### src/hw/rtl/bbp_pkg.sv
// bbp_pkg: shared types and codes for the buzzer beep pattern generator
// no dependencies; imported by bbp_mul, bbp_div and the top level
package bbp_pkg;

  // command codes carried in the mode field
  localparam logic [2:0] MODE_TICK   = 3'd0;
  localparam logic [2:0] MODE_SINGLE = 3'd1;
  localparam logic [2:0] MODE_REPEAT = 3'd2;
  localparam logic [2:0] MODE_STOP   = 3'd3;
  localparam logic [2:0] MODE_TONE   = 3'd4;

  // pattern codes
  localparam logic [1:0] PAT_NONE   = 2'd0;
  localparam logic [1:0] PAT_SINGLE = 2'd1;
  localparam logic [1:0] PAT_REPEAT = 2'd2;

  // configuration register indexes
  localparam logic CFG_TIMER_CLOCK = 1'b0;
  localparam logic CFG_PRESCALE    = 1'b1;

  localparam logic [31:0] TIMER_CLOCK_RST = 32'd84000000;
  localparam logic [15:0] PRESCALE_RST    = 16'd83;
  localparam logic [15:0] FREQ_RST        = 16'd1000;
  localparam logic [15:0] ELAPSED_MAX     = 16'hFFFF;

  localparam int MUL_STEPS = 16;
  localparam int DIV_STEPS = 32;

  typedef struct packed {
    logic [2:0]         mode;
    logic [15:0]        tone_freq;
    logic [15:0]        on_time;
    logic [15:0]        off_time;
    logic signed [15:0] beep_count;
  } bbp_in_t;

  typedef struct packed {
    logic        pin_driven;
    logic [31:0] reload_value;
    logic [31:0] compare_value;
    logic        counter_clear;
    logic [1:0]  pattern_mode;
    logic        sounding;
  } bbp_out_t;

endpackage

### src/hw/rtl/buzzer_beep_pattern_generator.sv
// buzzer_beep_pattern_generator: beep pattern sequencer with PWM reload computation
// depends on bbp_pkg, bbp_mul, bbp_div
//
//   channel | signals                            | handshake
//   --------+------------------------------------+-----------------------
//   input   | in_valid, in_ready, in_data        | valid/ready
//   result  | out_valid, out_ready, out_data     | valid/ready
//   config  | cfg_we, cfg_addr, cfg_wdata        | write on cfg_we
//
// one transaction in, one transaction out; an item that applies no tone or a zero tone
// goes straight to the output state, and an item that applies a non-zero tone first
// passes through the 16-step shift-add multiplier followed by the 32-step restoring divider
// a new transaction is taken whenever the sequencer is idle, even while the
// previous result waits in the output register
// rst_n is synchronous; no clearing pass, the block is ready the cycle after reset
module buzzer_beep_pattern_generator (
  input  logic             clk,
  input  logic             rst_n,
  input  logic             in_valid,
  output logic             in_ready,
  input  bbp_pkg::bbp_in_t in_data,
  output logic             out_valid,
  input  logic             out_ready,
  output bbp_pkg::bbp_out_t out_data,
  input  logic             cfg_we,
  input  logic             cfg_addr,
  input  logic [31:0]      cfg_wdata
);
  import bbp_pkg::*;

  localparam logic [1:0] ST_IDLE = 2'd0;
  localparam logic [1:0] ST_MUL  = 2'd1;
  localparam logic [1:0] ST_DIV  = 2'd2;
  localparam logic [1:0] ST_OUT  = 2'd3;

  logic [1:0]         state_r, state_nxt;
  logic [31:0]        timer_clk_r, timer_clk_nxt;
  logic [15:0]        prescale_r, prescale_nxt;
  logic [1:0]         pat_r, pat_nxt;
  logic               on_r, on_nxt;
  logic [15:0]        elapsed_r, elapsed_nxt;
  logic [15:0]        freq_r, freq_nxt;
  logic [15:0]        on_time_r, on_time_nxt;
  logic [15:0]        off_time_r, off_time_nxt;
  logic signed [15:0] count_r, count_nxt;
  logic [31:0]        reload_r, reload_nxt;
  logic [31:0]        compare_r, compare_nxt;
  logic               drive_r, drive_nxt;
  logic               clear_r, clear_nxt;
  logic               out_valid_r, out_valid_nxt;
  bbp_out_t           out_data_r, out_data_nxt;

  logic               in_acc;
  logic               out_load;
  logic               apply_en;
  logic [15:0]        apply_f;
  logic               go_on;
  logic               go_off;
  logic [15:0]        el_inc;
  logic signed [15:0] cnt_dec;
  logic               mul_start;
  logic               mul_done;
  logic [31:0]        product;
  logic               div_start;
  logic               div_done;
  logic [31:0]        quotient;
  logic [31:0]        reload_calc;

  assign in_ready = (state_r == ST_IDLE);
  assign in_acc   = in_valid && in_ready;
  assign out_load = (state_r == ST_OUT) && (!out_valid_r || out_ready);

  assign el_inc  = (elapsed_r == ELAPSED_MAX) ? elapsed_r : elapsed_r + 16'd1;
  assign cnt_dec = (count_r > 16'sd0) ? count_r - 16'sd1 : count_r;
  // a zero quotient saturates the reload at zero
  assign reload_calc = (quotient == 32'd0) ? 32'd0 : quotient - 32'd1;

  always_comb begin
    timer_clk_nxt = timer_clk_r;
    prescale_nxt  = prescale_r;
    if (cfg_we) begin
      unique case (cfg_addr)
        CFG_TIMER_CLOCK: timer_clk_nxt = cfg_wdata;
        CFG_PRESCALE:    prescale_nxt  = cfg_wdata[15:0];
        default:         ;
      endcase
    end
  end

  always_comb begin
    state_nxt    = state_r;
    pat_nxt      = pat_r;
    on_nxt       = on_r;
    elapsed_nxt  = elapsed_r;
    freq_nxt     = freq_r;
    on_time_nxt  = on_time_r;
    off_time_nxt = off_time_r;
    count_nxt    = count_r;
    reload_nxt   = reload_r;
    compare_nxt  = compare_r;
    drive_nxt    = drive_r;
    clear_nxt    = clear_r;
    apply_en     = 1'b0;
    apply_f      = freq_r;
    go_on        = 1'b0;
    go_off       = 1'b0;
    mul_start    = 1'b0;
    div_start    = 1'b0;

    unique case (state_r)
      ST_IDLE: begin
        if (in_acc) begin
          clear_nxt = 1'b0;
          unique case (in_data.mode)
            MODE_TICK: begin
              elapsed_nxt = el_inc;
              if (pat_r == PAT_SINGLE) begin
                if (on_r && el_inc >= on_time_r) begin
                  pat_nxt = PAT_NONE;
                  go_off  = 1'b1;
                end
              end else if (pat_r == PAT_REPEAT) begin
                if (on_r && el_inc >= on_time_r) begin
                  go_off    = 1'b1;
                  count_nxt = cnt_dec;
                  if (cnt_dec == 16'sd0) begin
                    pat_nxt = PAT_NONE;
                  end
                end else if (!on_r && el_inc >= off_time_r) begin
                  go_on = 1'b1;
                end
              end
            end
            MODE_SINGLE: begin
              pat_nxt     = PAT_SINGLE;
              freq_nxt    = in_data.tone_freq;
              on_time_nxt = in_data.on_time;
              apply_f     = in_data.tone_freq;
              go_on       = 1'b1;
            end
            MODE_REPEAT: begin
              pat_nxt      = PAT_REPEAT;
              freq_nxt     = in_data.tone_freq;
              on_time_nxt  = in_data.on_time;
              off_time_nxt = in_data.off_time;
              count_nxt    = in_data.beep_count;
              apply_f      = in_data.tone_freq;
              go_on        = 1'b1;
            end
            MODE_STOP: begin
              pat_nxt = PAT_NONE;
              go_off  = 1'b1;
            end
            MODE_TONE: begin
              pat_nxt  = PAT_NONE;
              apply_en = 1'b1;
              apply_f  = in_data.tone_freq;
            end
            default: ;
          endcase

          if (go_on) begin
            apply_en    = 1'b1;
            on_nxt      = 1'b1;
            elapsed_nxt = '0;
          end
          if (go_off) begin
            apply_en    = 1'b1;
            apply_f     = '0;
            on_nxt      = 1'b0;
            elapsed_nxt = '0;
          end

          state_nxt = ST_OUT;
          if (apply_en) begin
            if (apply_f == 16'd0) begin
              compare_nxt = '0;
              drive_nxt   = 1'b0;
            end else begin
              drive_nxt = 1'b1;
              clear_nxt = 1'b1;
              mul_start = 1'b1;
              state_nxt = ST_MUL;
            end
          end
        end
      end
      ST_MUL: begin
        if (mul_done) begin
          div_start = 1'b1;
          state_nxt = ST_DIV;
        end
      end
      ST_DIV: begin
        if (div_done) begin
          reload_nxt  = reload_calc;
          compare_nxt = {1'b0, reload_calc[31:1]};
          state_nxt   = ST_OUT;
        end
      end
      ST_OUT: begin
        if (out_load) begin
          state_nxt = ST_IDLE;
        end
      end
      default: state_nxt = ST_IDLE;
    endcase
  end

  always_comb begin
    out_data_nxt = out_data_r;
    if (out_load) begin
      out_data_nxt.pin_driven    = drive_r;
      out_data_nxt.reload_value  = reload_r;
      out_data_nxt.compare_value = compare_r;
      out_data_nxt.counter_clear = clear_r;
      out_data_nxt.pattern_mode  = pat_r;
      out_data_nxt.sounding      = on_r;
    end
    priority if (out_load) begin
      out_valid_nxt = 1'b1;
    end else if (out_ready) begin
      out_valid_nxt = 1'b0;
    end else begin
      out_valid_nxt = out_valid_r;
    end
  end

  bbp_mul u_mul (
    .clk       (clk),
    .rst_n     (rst_n),
    .start_i   (mul_start),
    .mcand_i   ({1'b0, prescale_r} + 17'd1),
    .mplier_i  (apply_f),
    .done_o    (mul_done),
    .product_o (product)
  );

  bbp_div u_div (
    .clk        (clk),
    .rst_n      (rst_n),
    .start_i    (div_start),
    .dividend_i (timer_clk_r),
    .divisor_i  (product),
    .done_o     (div_done),
    .quotient_o (quotient)
  );

  always_ff @(posedge clk) begin
    if (!rst_n) begin
      state_r     <= ST_IDLE;
      timer_clk_r <= TIMER_CLOCK_RST;
      prescale_r  <= PRESCALE_RST;
      pat_r       <= PAT_NONE;
      on_r        <= 1'b0;
      elapsed_r   <= '0;
      freq_r      <= FREQ_RST;
      on_time_r   <= '0;
      off_time_r  <= '0;
      count_r     <= '0;
      reload_r    <= '0;
      compare_r   <= '0;
      drive_r     <= 1'b0;
      clear_r     <= 1'b0;
      out_valid_r <= 1'b0;
    end else begin
      state_r     <= state_nxt;
      timer_clk_r <= timer_clk_nxt;
      prescale_r  <= prescale_nxt;
      pat_r       <= pat_nxt;
      on_r        <= on_nxt;
      elapsed_r   <= elapsed_nxt;
      freq_r      <= freq_nxt;
      on_time_r   <= on_time_nxt;
      off_time_r  <= off_time_nxt;
      count_r     <= count_nxt;
      reload_r    <= reload_nxt;
      compare_r   <= compare_nxt;
      drive_r     <= drive_nxt;
      clear_r     <= clear_nxt;
      out_valid_r <= out_valid_nxt;
    end
  end

  always_ff @(posedge clk) begin
    out_data_r <= out_data_nxt;
  end

  assign out_valid = out_valid_r;
  assign out_data  = out_data_r;

  // a finished product always hands over to the divider
  a_mul_to_div: assert property (@(posedge clk) disable iff (!rst_n)
    (state_r == ST_MUL && mul_done) |=> (state_r == ST_DIV))
    else $error("multiplier done without divider start");

  // the divider only finishes while the sequencer waits for it
  a_div_done_state: assert property (@(posedge clk) disable iff (!rst_n)
    div_done |-> (state_r == ST_DIV))
    else $error("divider done outside its state");

  // compare is half of reload or zero, never above it
  a_cmp_le_reload: assert property (@(posedge clk) disable iff (!rst_n)
    out_valid_r |-> (out_data_r.compare_value <= out_data_r.reload_value))
    else $error("compare above reload");

  // a counter restart comes only with a driven pin
  a_clear_drives: assert property (@(posedge clk) disable iff (!rst_n)
    (out_valid_r && out_data_r.counter_clear) |-> out_data_r.pin_driven)
    else $error("counter clear with pin released");

  // an accepted stop finishes without touching the arithmetic units
  a_stop_fast: assert property (@(posedge clk) disable iff (!rst_n)
    (in_acc && in_data.mode == MODE_STOP) |=> (state_r == ST_OUT))
    else $error("stop command did not go straight to output");

endmodule

### src/hw/rtl/bbp_mul.sv
// bbp_mul: shift-add multiplier, one multiplier bit per cycle
// forms (prescale + 1) * freq; depends on bbp_pkg
module bbp_mul (
  input  logic        clk,
  input  logic        rst_n,
  input  logic        start_i,
  input  logic [16:0] mcand_i,
  input  logic [15:0] mplier_i,
  output logic        done_o,
  output logic [31:0] product_o
);
  import bbp_pkg::*;

  localparam int CW = $clog2(MUL_STEPS);
  localparam logic [CW-1:0] LAST = CW'(MUL_STEPS - 1);

  logic          busy_r, busy_nxt;
  logic          done_r, done_nxt;
  logic [CW-1:0] cnt_r, cnt_nxt;
  logic [31:0]   mcand_r, mcand_nxt;
  logic [15:0]   mplier_r, mplier_nxt;
  logic [31:0]   acc_r, acc_nxt;

  always_comb begin
    busy_nxt   = busy_r;
    done_nxt   = 1'b0;
    cnt_nxt    = cnt_r;
    mcand_nxt  = mcand_r;
    mplier_nxt = mplier_r;
    acc_nxt    = acc_r;
    if (start_i) begin
      busy_nxt   = 1'b1;
      cnt_nxt    = '0;
      mcand_nxt  = {15'd0, mcand_i};
      mplier_nxt = mplier_i;
      acc_nxt    = '0;
    end else if (busy_r) begin
      if (mplier_r[0]) begin
        acc_nxt = acc_r + mcand_r;
      end
      mcand_nxt  = {mcand_r[30:0], 1'b0};
      mplier_nxt = {1'b0, mplier_r[15:1]};
      cnt_nxt    = cnt_r + 1'b1;
      if (cnt_r == LAST) begin
        busy_nxt = 1'b0;
        done_nxt = 1'b1;
      end
    end
  end

  always_ff @(posedge clk) begin
    if (!rst_n) begin
      busy_r <= 1'b0;
      done_r <= 1'b0;
      cnt_r  <= '0;
    end else begin
      busy_r <= busy_nxt;
      done_r <= done_nxt;
      cnt_r  <= cnt_nxt;
    end
  end

  always_ff @(posedge clk) begin
    mcand_r  <= mcand_nxt;
    mplier_r <= mplier_nxt;
    acc_r    <= acc_nxt;
  end

  assign done_o    = done_r;
  assign product_o = acc_r;

endmodule

### src/hw/rtl/bbp_div.sv
// bbp_div: restoring divider, one quotient bit per cycle
// divides the timer clock by the prescaled tone; depends on bbp_pkg
module bbp_div (
  input  logic        clk,
  input  logic        rst_n,
  input  logic        start_i,
  input  logic [31:0] dividend_i,
  input  logic [31:0] divisor_i,
  output logic        done_o,
  output logic [31:0] quotient_o
);
  import bbp_pkg::*;

  localparam int CW = $clog2(DIV_STEPS);
  localparam logic [CW-1:0] LAST = CW'(DIV_STEPS - 1);

  logic          busy_r, busy_nxt;
  logic          done_r, done_nxt;
  logic [CW-1:0] cnt_r, cnt_nxt;
  logic [31:0]   rem_r, rem_nxt;
  logic [31:0]   quo_r, quo_nxt;
  logic [31:0]   div_r, div_nxt;
  logic [32:0]   trial;
  logic [32:0]   diff;

  assign trial = {rem_r, quo_r[31]};
  assign diff  = trial - {1'b0, div_r};

  always_comb begin
    busy_nxt = busy_r;
    done_nxt = 1'b0;
    cnt_nxt  = cnt_r;
    rem_nxt  = rem_r;
    quo_nxt  = quo_r;
    div_nxt  = div_r;
    if (start_i) begin
      busy_nxt = 1'b1;
      cnt_nxt  = '0;
      rem_nxt  = '0;
      quo_nxt  = dividend_i;
      div_nxt  = divisor_i;
    end else if (busy_r) begin
      // borrow out means the trial remainder is below the divisor
      if (!diff[32]) begin
        rem_nxt = diff[31:0];
        quo_nxt = {quo_r[30:0], 1'b1};
      end else begin
        rem_nxt = trial[31:0];
        quo_nxt = {quo_r[30:0], 1'b0};
      end
      cnt_nxt = cnt_r + 1'b1;
      if (cnt_r == LAST) begin
        busy_nxt = 1'b0;
        done_nxt = 1'b1;
      end
    end
  end

  always_ff @(posedge clk) begin
    if (!rst_n) begin
      busy_r <= 1'b0;
      done_r <= 1'b0;
      cnt_r  <= '0;
    end else begin
      busy_r <= busy_nxt;
      done_r <= done_nxt;
      cnt_r  <= cnt_nxt;
    end
  end

  always_ff @(posedge clk) begin
    rem_r <= rem_nxt;
    quo_r <= quo_nxt;
    div_r <= div_nxt;
  end

  assign done_o     = done_r;
  assign quotient_o = quo_r;

endmodule

### config.mk
export PLATFORM = sky130hd
export DESIGN_NAME = buzzer_beep_pattern_generator
export DESIGN_NICKNAME = d
export VERILOG_FILES = /design/src/hw/rtl/bbp_pkg.sv /design/src/hw/rtl/buzzer_beep_pattern_generator.sv /design/src/hw/rtl/bbp_mul.sv /design/src/hw/rtl/bbp_div.sv
export SDC_FILE = /design/constraint.sdc
export NUM_CORES = 1
export LEC_CHECK = 0
export ABC_AREA = 1
export BUFFER_PORTS_ARGS = -buffer_cell sky130_fd_sc_hd__clkbuf_2
export CORE_MARGIN = 2
export CORE_UTILIZATION = 40
export DETAILED_ROUTE_END_ITERATION = 10
export SLEW_MARGIN = 0
export SYNTH_ARGS = -nofsm -noshare
export SYNTH_HDL_FRONTEND = slang
export SYNTH_HIERARCHICAL = 1
export SYNTH_SLANG_ARGS = --single-unit
### constraint.sdc
create_clock -name clk -period 11.85 [get_ports clk]
set_input_delay 2.37 -clock clk [delete_from_list [all_inputs] [get_ports clk]]
set_output_delay 2.37 -clock clk [all_outputs]
set_load 0.01 [all_outputs]
# Yosys cells after proc, flatten, opt, wreduce, memory -nomap -nowiden
# Cells that the tools add are included.
# W data, S select, Z words.
# word_totals
input_bits,105
reg_bits,458
out_inout_bits,71
word_cells,191
# op_classes
eq_ne,23
order_cmp,3
n_bitwise,4
addsub,8
n_reduce_logical,41
muxes,78
# op_table
cell,n
$mux W16,16
$mux W32,8
$pmux W32 S2,1
$mux W1,35
$mux W17,2
$sub A33 B32 Y33,1
$add A32 B32 Y32,1
$ge A16 B16 Y1,2
$logic_not A16 Y1,2
$logic_not A32 Y1,1
$pmux W16 S2,1
$sub A32 B1 Y32 const B,1
$mux W2,11
$add A16 B1 Y17 const B,1
$add A16 B1 Y16 const B,1
$eq A16 B16 Y1 const B,1
$gt A16 B1 Y1 const B,1
$pmux W2 S4,2
$sub A16 B2 Y16 const B,1
$reduce_and A3 Y1,5
$reduce_and A6 Y1,2
$reduce_bool A2 Y1,6
$ne A2 B1 Y1 const B,5
$reduce_and A2 Y1,5
other kinds (24),45

# Longest topological paths before layout
# Gate-level depths: netlist of the first run.
# logic_depth
depth_word,19
depth_mapped,32
depth_no_buf,30

# Modules after synthesis
# Netlist of the first run, hierarchy kept.
# modules_own_cells
module,area_per_inst_um2,cells_per_inst,seq_area_each_um2,n_inst
buzzer_beep_pattern_generator,13053.8,1714,6025.8,1
bbp_div,6870.3,1030,2702.6,1
bbp_mul,5736.8,888,2052.0,1

# Least setup slack after synthesis of the first run
# Ideal clock, no wire load.
# synth_path
path_type,input-to-reg
start,input out_ready
end,"register out_data_r, in the netlist out_data[0], enable pin"
cell_stages,2
required_time_ps,11334
arrival_ps,5692
setup_time_ps,516
path_slack_ps,5642
path_buffers,0
cell_sequence,inv_1 -> a21oi_1
# synth_via
elab_chain_len,2
# synth_rtl
element,line_no,rtl
start: declaration,buzzer_beep_pattern_generator.sv:23,"input logic out_ready,"
$logic_or A1 B1 Y1,buzzer_beep_pattern_generator.sv:71,assign out_load = (state_r == ST_OUT) && (!out_valid_r || out_ready);
$logic_and A1 B1 Y1,buzzer_beep_pattern_generator.sv:71,
via out_load,buzzer_beep_pattern_generator.sv:54,logic out_load;
end signal: assignment,buzzer_beep_pattern_generator.sv:286,out_data_r <= out_data_nxt;
end: declaration,buzzer_beep_pattern_generator.sv:51,"bbp_out_t out_data_r, out_data_nxt;"
# The timed path passes the listed nets, and every way through them passes these cells.
# A chain may end at the register's enable or synchronous reset.

# Final worst setup path of the first run
# layout_path
start,register elapsed_r[0]
end,"register u_mul.mcand_r[4], enable pin"
# layout_via
elab_chain_len,19
word_cells_on_any_way,33
classes_between,1 x add/sub; 2 x order compare; 1 x eq/ne; 25 x mux; 4 x reduce/logical
# layout_rtl
element,line_no,rtl
start: declaration,buzzer_beep_pattern_generator.sv:41,"logic [15:0] elapsed_r, elapsed_nxt;"
start signal: assignment,buzzer_beep_pattern_generator.sv:272,elapsed_r <= elapsed_nxt;
$add A16 B1 Y16 or $eq A16 B16 Y1 (tied branches),buzzer_beep_pattern_generator.sv:73,assign el_inc = (elapsed_r == ELAPSED_MAX) ? elapsed_r : elapsed_r + 16'd1;
$mux W16 *,buzzer_beep_pattern_generator.sv:73,
$ge A16 B16 Y1 (on tied branches),"buzzer_beep_pattern_generator.sv:118, buzzer_beep_pattern_generator.sv:123, buzzer_beep_pattern_generator.sv:129",
$logic_and A1 B1 Y1 (on tied branches),"buzzer_beep_pattern_generator.sv:118, buzzer_beep_pattern_generator.sv:123, buzzer_beep_pattern_generator.sv:129",
$mux W1 (on tied branches),"buzzer_beep_pattern_generator.sv:118, buzzer_beep_pattern_generator.sv:123, buzzer_beep_pattern_generator.sv:129",
$mux W1 (on tied branches),"buzzer_beep_pattern_generator.sv:122, buzzer_beep_pattern_generator.sv:123",
$mux W1 (on tied branches),"buzzer_beep_pattern_generator.sv:117, buzzer_beep_pattern_generator.sv:122",
$pmux W1 S2 or $mux W1 (tied branches),"buzzer_beep_pattern_generator.sv:114, buzzer_beep_pattern_generator.sv:117",
[4 not listed],n/a,
$mux W16 or $mux W1 (tied branches),"buzzer_beep_pattern_generator.sv:110, buzzer_beep_pattern_generator.sv:167",
$logic_not A16 Y1 or $mux W1 (tied branches),"buzzer_beep_pattern_generator.sv:176, buzzer_beep_pattern_generator.sv:112",
$mux W1 (on tied branches),"buzzer_beep_pattern_generator.sv:176, buzzer_beep_pattern_generator.sv:110",
$mux W1 *,buzzer_beep_pattern_generator.sv:175,if (apply_en) begin
$mux W1 *,buzzer_beep_pattern_generator.sv:112,if (in_acc) begin
$mux W1 *,buzzer_beep_pattern_generator.sv:110,unique case (state_r)
via mul_start,buzzer_beep_pattern_generator.sv:61,logic mul_start;
$reduce_bool A2 Y1 (no source line) *,n/a,
end signal: assignment,bbp_mul.sv:64,mcand_r <= mcand_nxt;
end: declaration,bbp_mul.sv:20,"logic [31:0] mcand_r, mcand_nxt;"
# The timed path passes the listed nets; every way through them passes the cells marked *. The select of a mux whose other input is x is not followed.

==> run_results.csv, run 1 <==
group,metric,value,unit
final_layout,fillers,6565,
clock_tree,post-cts-setup-buffer-count,0,
setup_path,critPathCaptureType,"flop",
sta,tightestPinTransition,1.13,ns
setup_path,worstPathRequired,12.19,ns
final_layout,synthToLayoutAreaGrowth,13.2,%
die,io_pins,176,
pwr,p_leak,13.9,nW
synthesis,seq_area_frac_synth,0.420,
placement,io_buffers,174,
clock_tree,cts.sinks,456,
route,route.detailed.drc,0,
run_status,status,"finished clean",
sta,final-setup-viol-count,0,
synthesis,synth_xor_area_frac,0.0266,
synthesis,async_flop_share,0,
pwr,power_density,187,nW/µm²
grt,grt_max_degree,118,
die,rows,92,
clock_tree,ctsResizeCount,0,
synthesis,syn_inst,3632,
sta,rsz0062_at_grt,"false",
synthesis,ys_types,51,
setup_path,critPathLaunch,"elapsed_r[0]$_SDFFE_PN0P_",
placement,hpwl,51200,µm
setup_path,path_common_cell,"nand2_1",
grt,grt_overflow,0,
grt,grt_pass1_vias,21000,
job,maxCapViolations,0,
clock_tree,clk_path_buf_depth,3,
clock_tree,clk_latency,0.63,ns
pwr,power.net_switching,0.00195,W
die,die_h,257,µm
placement,place.gp.congestion,0.925,
route,wl_per_cell,15.0,µm
setup_path,critical_path_class,"flop to flop",
die,start_util,0.406,
grt,antenna_found_initial,7,
synthesis,postSynthNetCount,3849,
sta,fin_crit_sh,0.528,
synthesis,yosys.area_share.adder,0.0552,
setup_path,cp_max_fo,60,
final_layout,diodes,0,
sta,post-route-min-period,6.26,ns
clock_tree,cts-htree-levels,2,
route,antenna_left,0,
pwr,power_frac_comb,0.302,
synthesis,synth_top_family_by_area,"simple AND/OR/NAND/NOR gates",
die,core,63200,µm²
pwr,clockPowerShare,0.318,
setup_path,r2r_slack,5.59,ns
sta,finClkSkew,0.0337,ns
setup_path,reg2reg_from,"elapsed_r[0]$_SDFFE_PN0P_",
synthesis,ys.flop_type,"dfxtp_1",
setup_path,reg2reg_depth,32,
setup_path,critical_path.max_stage_delay,0.49,ns
final_layout,drive_gt1_frac,0.0941,
route,vias,22800,
die,die_area,66200,µm²
synthesis,syn_area,25700,µm²
pwr,power.internal,0.00347,W
clock_tree,cts_buffers,51,
route,via_per_inst,4.92,
sta,hold_viol,0,
synthesis,syn-mean-instance-area,7.07,µm²
synthesis,synth_compound_area_frac,0.0987,
final_layout,nNetsFinal,3969,
synthesis,synthMuxAreaShare,0,
clock_tree,cts_tree,"done",
pwr,vdd_drop_max,0.125,mV
clock_tree,cts_hold_buffers,0,
route,wl,69400,µm
sta,holdWs,0.426,ns
route,drt-pass1-iter-count,5,
synthesis,synth_enable_flop_cells,165,
grt,track_usage,0.207,
clock_tree,clk_pin_slew_worst_paths,0.06,ns
pwr,sw_frac_of_total,0.360,
sta,setup_tns,0,ns
pwr,p_seq_frac,0.380,
setup_path,critPathLaunchType,"flop",
grt,grt_pass1_wl,111000,µm
sta,finalMaxSlewViolations,0,
die,die_w,257,µm
sta,fmax,160,MHz
final_layout,post-route-util,0.460,
clock_tree,cts_root_buf,"clkbuf_16",
synthesis,synthSimpleGateAreaFrac,0.303,
route,drtIter0Drc,1553,
synthesis,yosysWarnings,6,
synthesis,synth_seq_cells,456,
sta,maxSlewHeadroom,0.249,
min_path,hold_path.class,"flop to flop",
setup_path,worstPathArrival,6.60,ns
setup_path,critPathSlowestCell,"nor4_1",
setup_path,cp-endpoint,"u_mul/mcand_r[4]$_DFFE_PP_",
setup_path,r2r_end,"u_mul/mcand_r[4]$_DFFE_PP_",
[metrics by stage]
step / setup slack [ns] / instances / power, W / instance area [µm²]
2_1_floorplan: 5.64 / 3632 / 0.00329 / 25700
3_3_place_gp: 5.40 / 4545 / 0.00371 / 27200
3_5_place_dp: 5.32 / 4545 / 0.00372 / 27200
4_1_cts: 5.57 / 4641 / 0.00548 / 29100
5_1_grt: 4.82 / 4641 / 0.00579 / 29100
6_report: 5.59 / 4641 / 0.00542 / 29100
[flip-flops by register name, indices dropped and copies added, names as in the netlist, 2 cells and up]
| name | cells |
|---|---|
| freq_r | 16 |
| off_time_r | 16 |
| u_mul/cnt_r | 4 |
| prescale_r | 16 |
| timer_clk_r | 32 |
| elapsed_r | 16 |
| u_div/div_r | 32 |
| on_time_r | 16 |
| compare_r | 31 |
| u_mul/product_o | 32 |
| reload_r | 32 |
| u_div/quotient_o | 32 |
| state_r | 2 |
| u_div/cnt_r | 5 |
| count_r | 16 |
| u_mul/mcand_r | 32 |
| u_div/rem_r | 32 |
| u_mul/mplier_r | 16 |
| out_data | 68 |
| pat_r | 2 |
[cell usage in the layout, fill, tap and decap left out, types with 21 or more instances in the layout]
master,synthesis,layout
nand2_1,1120,1120
inv_1,485,482
nor2_1,406,402
dfxtp_1,291,291
o21ai_0,195,195
a21oi_1,186,185
nand3_1,176,176
clkbuf_2,0,173
edfxtp_1,165,165
ha_1,110,110
nand4_1,57,57
clkbuf_16,0,52
xor2_1,50,50
a31oi_1,37,37
nor3_1,35,35
xnor2_1,28,28
nand2_2,21,21
[worst max-delay path: cells and delay by family (launching register included)]
kind,cells,cell delay (ns)
xor+xnor,1,0.31
fa+ha+maj,2,0.50
buf+inv,9,1.73
flops,1,0.39
simple gates,20,3.00
[cell families (layout without fill, tap and decap cells)]
group           Yosys count  count (layout)
simple gates           1877            1877
buf+inv                 632             795
compound gates          476             476
flops                   456             456
fa+ha+maj               112             112
xor+xnor                 78              78
other cells               1               1
[power by group through the flow]
stage	logic, W	clock network [W]	registers, W
6_report	0.00164	0.00172	0.00206
5_1_grt	0.00187	0.00183	0.00209
4_1_cts	0.00164	0.00178	0.00206
3_5_place_dp	0.00163	0	0.00210
3_3_place_gp	0.00161	0	0.00209
2_1_floorplan	0.00126	0	0.00203
[routing by layer]
| metal | GRT usage | wire length (µm) | up-vias |
|---|---|---|---|
| met4 | 0.0589 | 1550 | 14 |
| met3 | 0.0352 | 3970 | 106 |
| met5 | 0 | 91 | - |
| li1 | - | - | 11800 |
| met2 | 0.321 | 30200 | 513 |
| met1 | 0.295 | 33600 | 10300 |
[cell type report]
class	count	area, µm²	share of cell area
clock inverter	32	467	0.0161
sequential	456	10800	0.371
clock buffer	64	1400	0.0481
tap	846	1060	0.0364
timing repair buffer	192	1010	0.0347
multi-input combinational	2544	12400	0.428
inverter	507	1900	0.0655
[cell usage after synthesis (2+ instances only)]
cell      instances  area [µm²]
nand2_1        1120        4200
inv_1           485        1820
nor2_1          406        1520
dfxtp_1         291        5830
o21ai_0         195         976
a21oi_1         186         931
nand3_1         176         881
edfxtp_1        165        4950
ha_1            110        1380
clkbuf_1         90         338
nand4_1          57         357
xor2_1           50         438
a31oi_1          37         231
nor3_1           35         175
xnor2_1          28         245
nand2_2          21         131
o211ai_1         19         143
o21ai_1          19        95.1
inv_2            17        63.8
buf_2            14        70.1
nor4_1           13        81.3
nor2_2           11        68.8
buf_4             8        60.1
and2_1            7        43.8
o21bai_1          7        52.6
or2_2             7        43.8
buf_6             6        67.6
a211oi_1          5        37.5
buf_1             5        18.8
clkinv_1          5        18.8
nand2_4           5        56.3
a21o_1            3        22.5
nand3_2           3        30.0
nor3b_1           3        22.5
a21oi_2           2        17.5
and3_1            2        12.5
fa_1              2        40.0
nand3_4           2        35.0
nand3b_1          2        15.0
nor3_2            2        20.0
[how the worst min path moves through the flow]
stage                        startpoint                endpoint  depth (start not counted)
2_1_floorplan      drive_r$_SDFFE_PN0P_  out_data[68]$_DFFE_PP_                          0
3_3_place_gp   reload_r[7]$_SDFFE_PN0P_  out_data[43]$_DFFE_PP_                          0
3_5_place_dp   reload_r[7]$_SDFFE_PN0P_  out_data[43]$_DFFE_PP_                          0
4_1_cts        reload_r[7]$_SDFFE_PN0P_  out_data[43]$_DFFE_PP_                          0
5_1_grt            drive_r$_SDFFE_PN0P_  out_data[68]$_DFFE_PP_                          0
6_report           drive_r$_SDFFE_PN0P_  out_data[68]$_DFFE_PP_                          0
(Power assumes the default switching activity.)
==> run 2: changes to the inputs <==
Clock period 11.85 ns to 6.2 ns, I/O delays scaled along.
==> run_results.csv, run 2 (synthesized netlist as in run 1, its figures left out) <==
group,metric,value,unit
clock_tree,clk_pin_slew_worst_paths,0.06,ns
grt,grt_pass1_vias,20800,
clock_tree,cts_buffers,52,
clock_tree,cts_hold_buffers,0,
route,wl_per_cell,14.9,µm
pwr,p_seq_frac,0.378,
final_layout,layout_commonest_cell,"nand2_1",
route,antenna_left,0,
sta,tightestPinTransition,1.07,ns
final_layout,post-route-util,0.461,
final_layout,diodes,0,
sta,rsz0062_at_grt,"false",
die,core,63200,µm²
setup_path,cp_max_fo,19,
pwr,power_density,358,nW/µm²
pwr,power.net_switching,0.00372,W
route,drtIter0Drc,1496,
sta,finClkSkew,0.0256,ns
clock_tree,clk_path_buf_depth,3,
setup_path,r2r_slack,0.88,ns
final_layout,synthToLayoutAreaGrowth,13.4,%
setup_path,critPathSlowestCell,"nor4_1",
die,die_h,257,µm
clock_tree,cts_root_buf,"clkbuf_16",
placement,io_buffers,174,
die,start_util,0.406,
die,die_w,257,µm
clock_tree,cts_tree,"done",
setup_path,path_common_cell,"nand2_1",
placement,place.gp.congestion,0.943,
final_layout,instances_no_fill,4645,
grt,track_usage,0.206,
clock_tree,cts-htree-levels,2,
run_status,status,"finished clean",
route,route.detailed.drc,0,
grt,grt_max_degree,98,
setup_path,critPathCaptureType,"flop",
pwr,power_frac_comb,0.298,
setup_path,worstPathArrival,5.65,ns
pwr,vdd_drop_max,0.218,mV
sta,hold_viol,0,
die,io_pins,176,
grt,antenna_found_initial,10,
grt,grt_pass1_wl,111000,µm
route,wl,69000,µm
min_path,hold_path.class,"flop to flop",
pwr,power.internal,0.00670,W
sta,fin_crit_sh,0.858,
die,die_area,66200,µm²
final_layout,drive_gt1_frac,0.0948,
sta,setup_tns,0,ns
die,rows,92,
clock_tree,cts.sinks,456,
sta,post-route-min-period,5.32,ns
pwr,clockPowerShare,0.323,
placement,hpwl,51200,µm
route,drt-pass1-iter-count,5,
pwr,p_leak,13.9,nW
setup_path,critical_path.max_stage_delay,0.53,ns
placement,dp.cells,4547,
setup_path,critPathLaunchType,"flop",
setup_path,critPathTopFamily,"simple AND/OR/NAND/NOR gates",
grt,grt_overflow,0,
pwr,sw_frac_of_total,0.357,
sta,maxSlewHeadroom,0.288,
final_layout,nNetsFinal,3972,
sta,fmax,188,MHz
clock_tree,post-cts-setup-buffer-count,0,
clock_tree,clk_latency,0.62,ns
clock_tree,ctsResizeCount,0,
final_layout,largest_register_ffs,68,
setup_path,worstPathRequired,6.53,ns
setup_path,critical_path_class,"flop to flop",
route,vias,22600,
sta,final-setup-viol-count,0,
job,maxCapViolations,0,
final_layout,layout_common_cells,"nand2_1 (1,120), inv_1 (482), nor2_1 (402), dfxtp_1 (291), o21ai_0 (195)",
setup_path,critPathBufInv,5,
sta,finalMaxSlewViolations,0,
route,via_per_inst,4.85,
[run 2: metrics by stage]
step / area (µm²) / power (W) / setup WS (ns) / hold WS [ns]
after floorplan: 25700 / 0.00628 / 1.12 / 0.402
after global placement: 27200 / 0.00707 / 0.939 / 0.409
after detailed placement: 27200 / 0.00710 / 0.890 / 0.410
after CTS: 29100 / 0.0105 / 0.846 / 0.424
after global routing: 29100 / 0.0111 / 0.235 / 0.432
final: 29100 / 0.0104 / 0.880 / 0.425
[run 2: final cells by class]
class / instances / area [µm²]
inverter: 507 / 1900
clock buffer: 71 / 1470
sequential: 456 / 10800
clock inverter: 27 / 437
timing repair buffer: 194 / 1020
fill: 6489 / 34100
multi-input combinational: 2544 / 12400
tap: 846 / 1060
[run 2: path summary, 6_finish.rpt]
| check | startpoint | to | depth (start not counted) |
|---|---|---|---|
| max | elapsed_r[0]$_SDFFE_PN0P_ | u_mul/mcand_r[10]$_DFFE_PP_ | 29 |
| min | reload_r[5]$_SDFFE_PN0P_ | out_data[41]$_DFFE_PP_ | 0 |
| max reg2reg | elapsed_r[0]$_SDFFE_PN0P_ | u_mul/mcand_r[10]$_DFFE_PP_ | 29 |
| min reg2reg | reload_r[5]$_SDFFE_PN0P_ | out_data[41]$_DFFE_PP_ | 0 |
[run 2: worst register-to-register path, delay by kind of cell (launching register included)]
family                   cells  cell delay [ns]
buffers and inverters        5             0.84
flip-flops                   1             0.38
AND/OR/NAND/NOR             21             3.07
XOR/XNOR                     1             0.23
adder cells (fa/ha/maj)      2             0.50
[run 2: power by group through the flow]
stage                     logic, W  registers [W]  clock network [W]
after floorplan            0.00241        0.00388                  0
after global placement     0.00306        0.00400                  0
after detailed placement   0.00309        0.00401                  0
after CTS                  0.00311        0.00394            0.00345
after global routing       0.00357        0.00399            0.00358
final                      0.00311        0.00394            0.00337
[run 2: per-layer routing]
metal | track usage | vias to the layer above | part of all wire
met2 | 0.326 | 462 | 0.44
li1 | - | 11800 | -
met3 | 0.0380 | 97 | 0.057
met1 | 0.289 | 10100 | 0.48
met4 | 0.0499 | 18 | 0.018
met5 | 0 | - | 0.0015
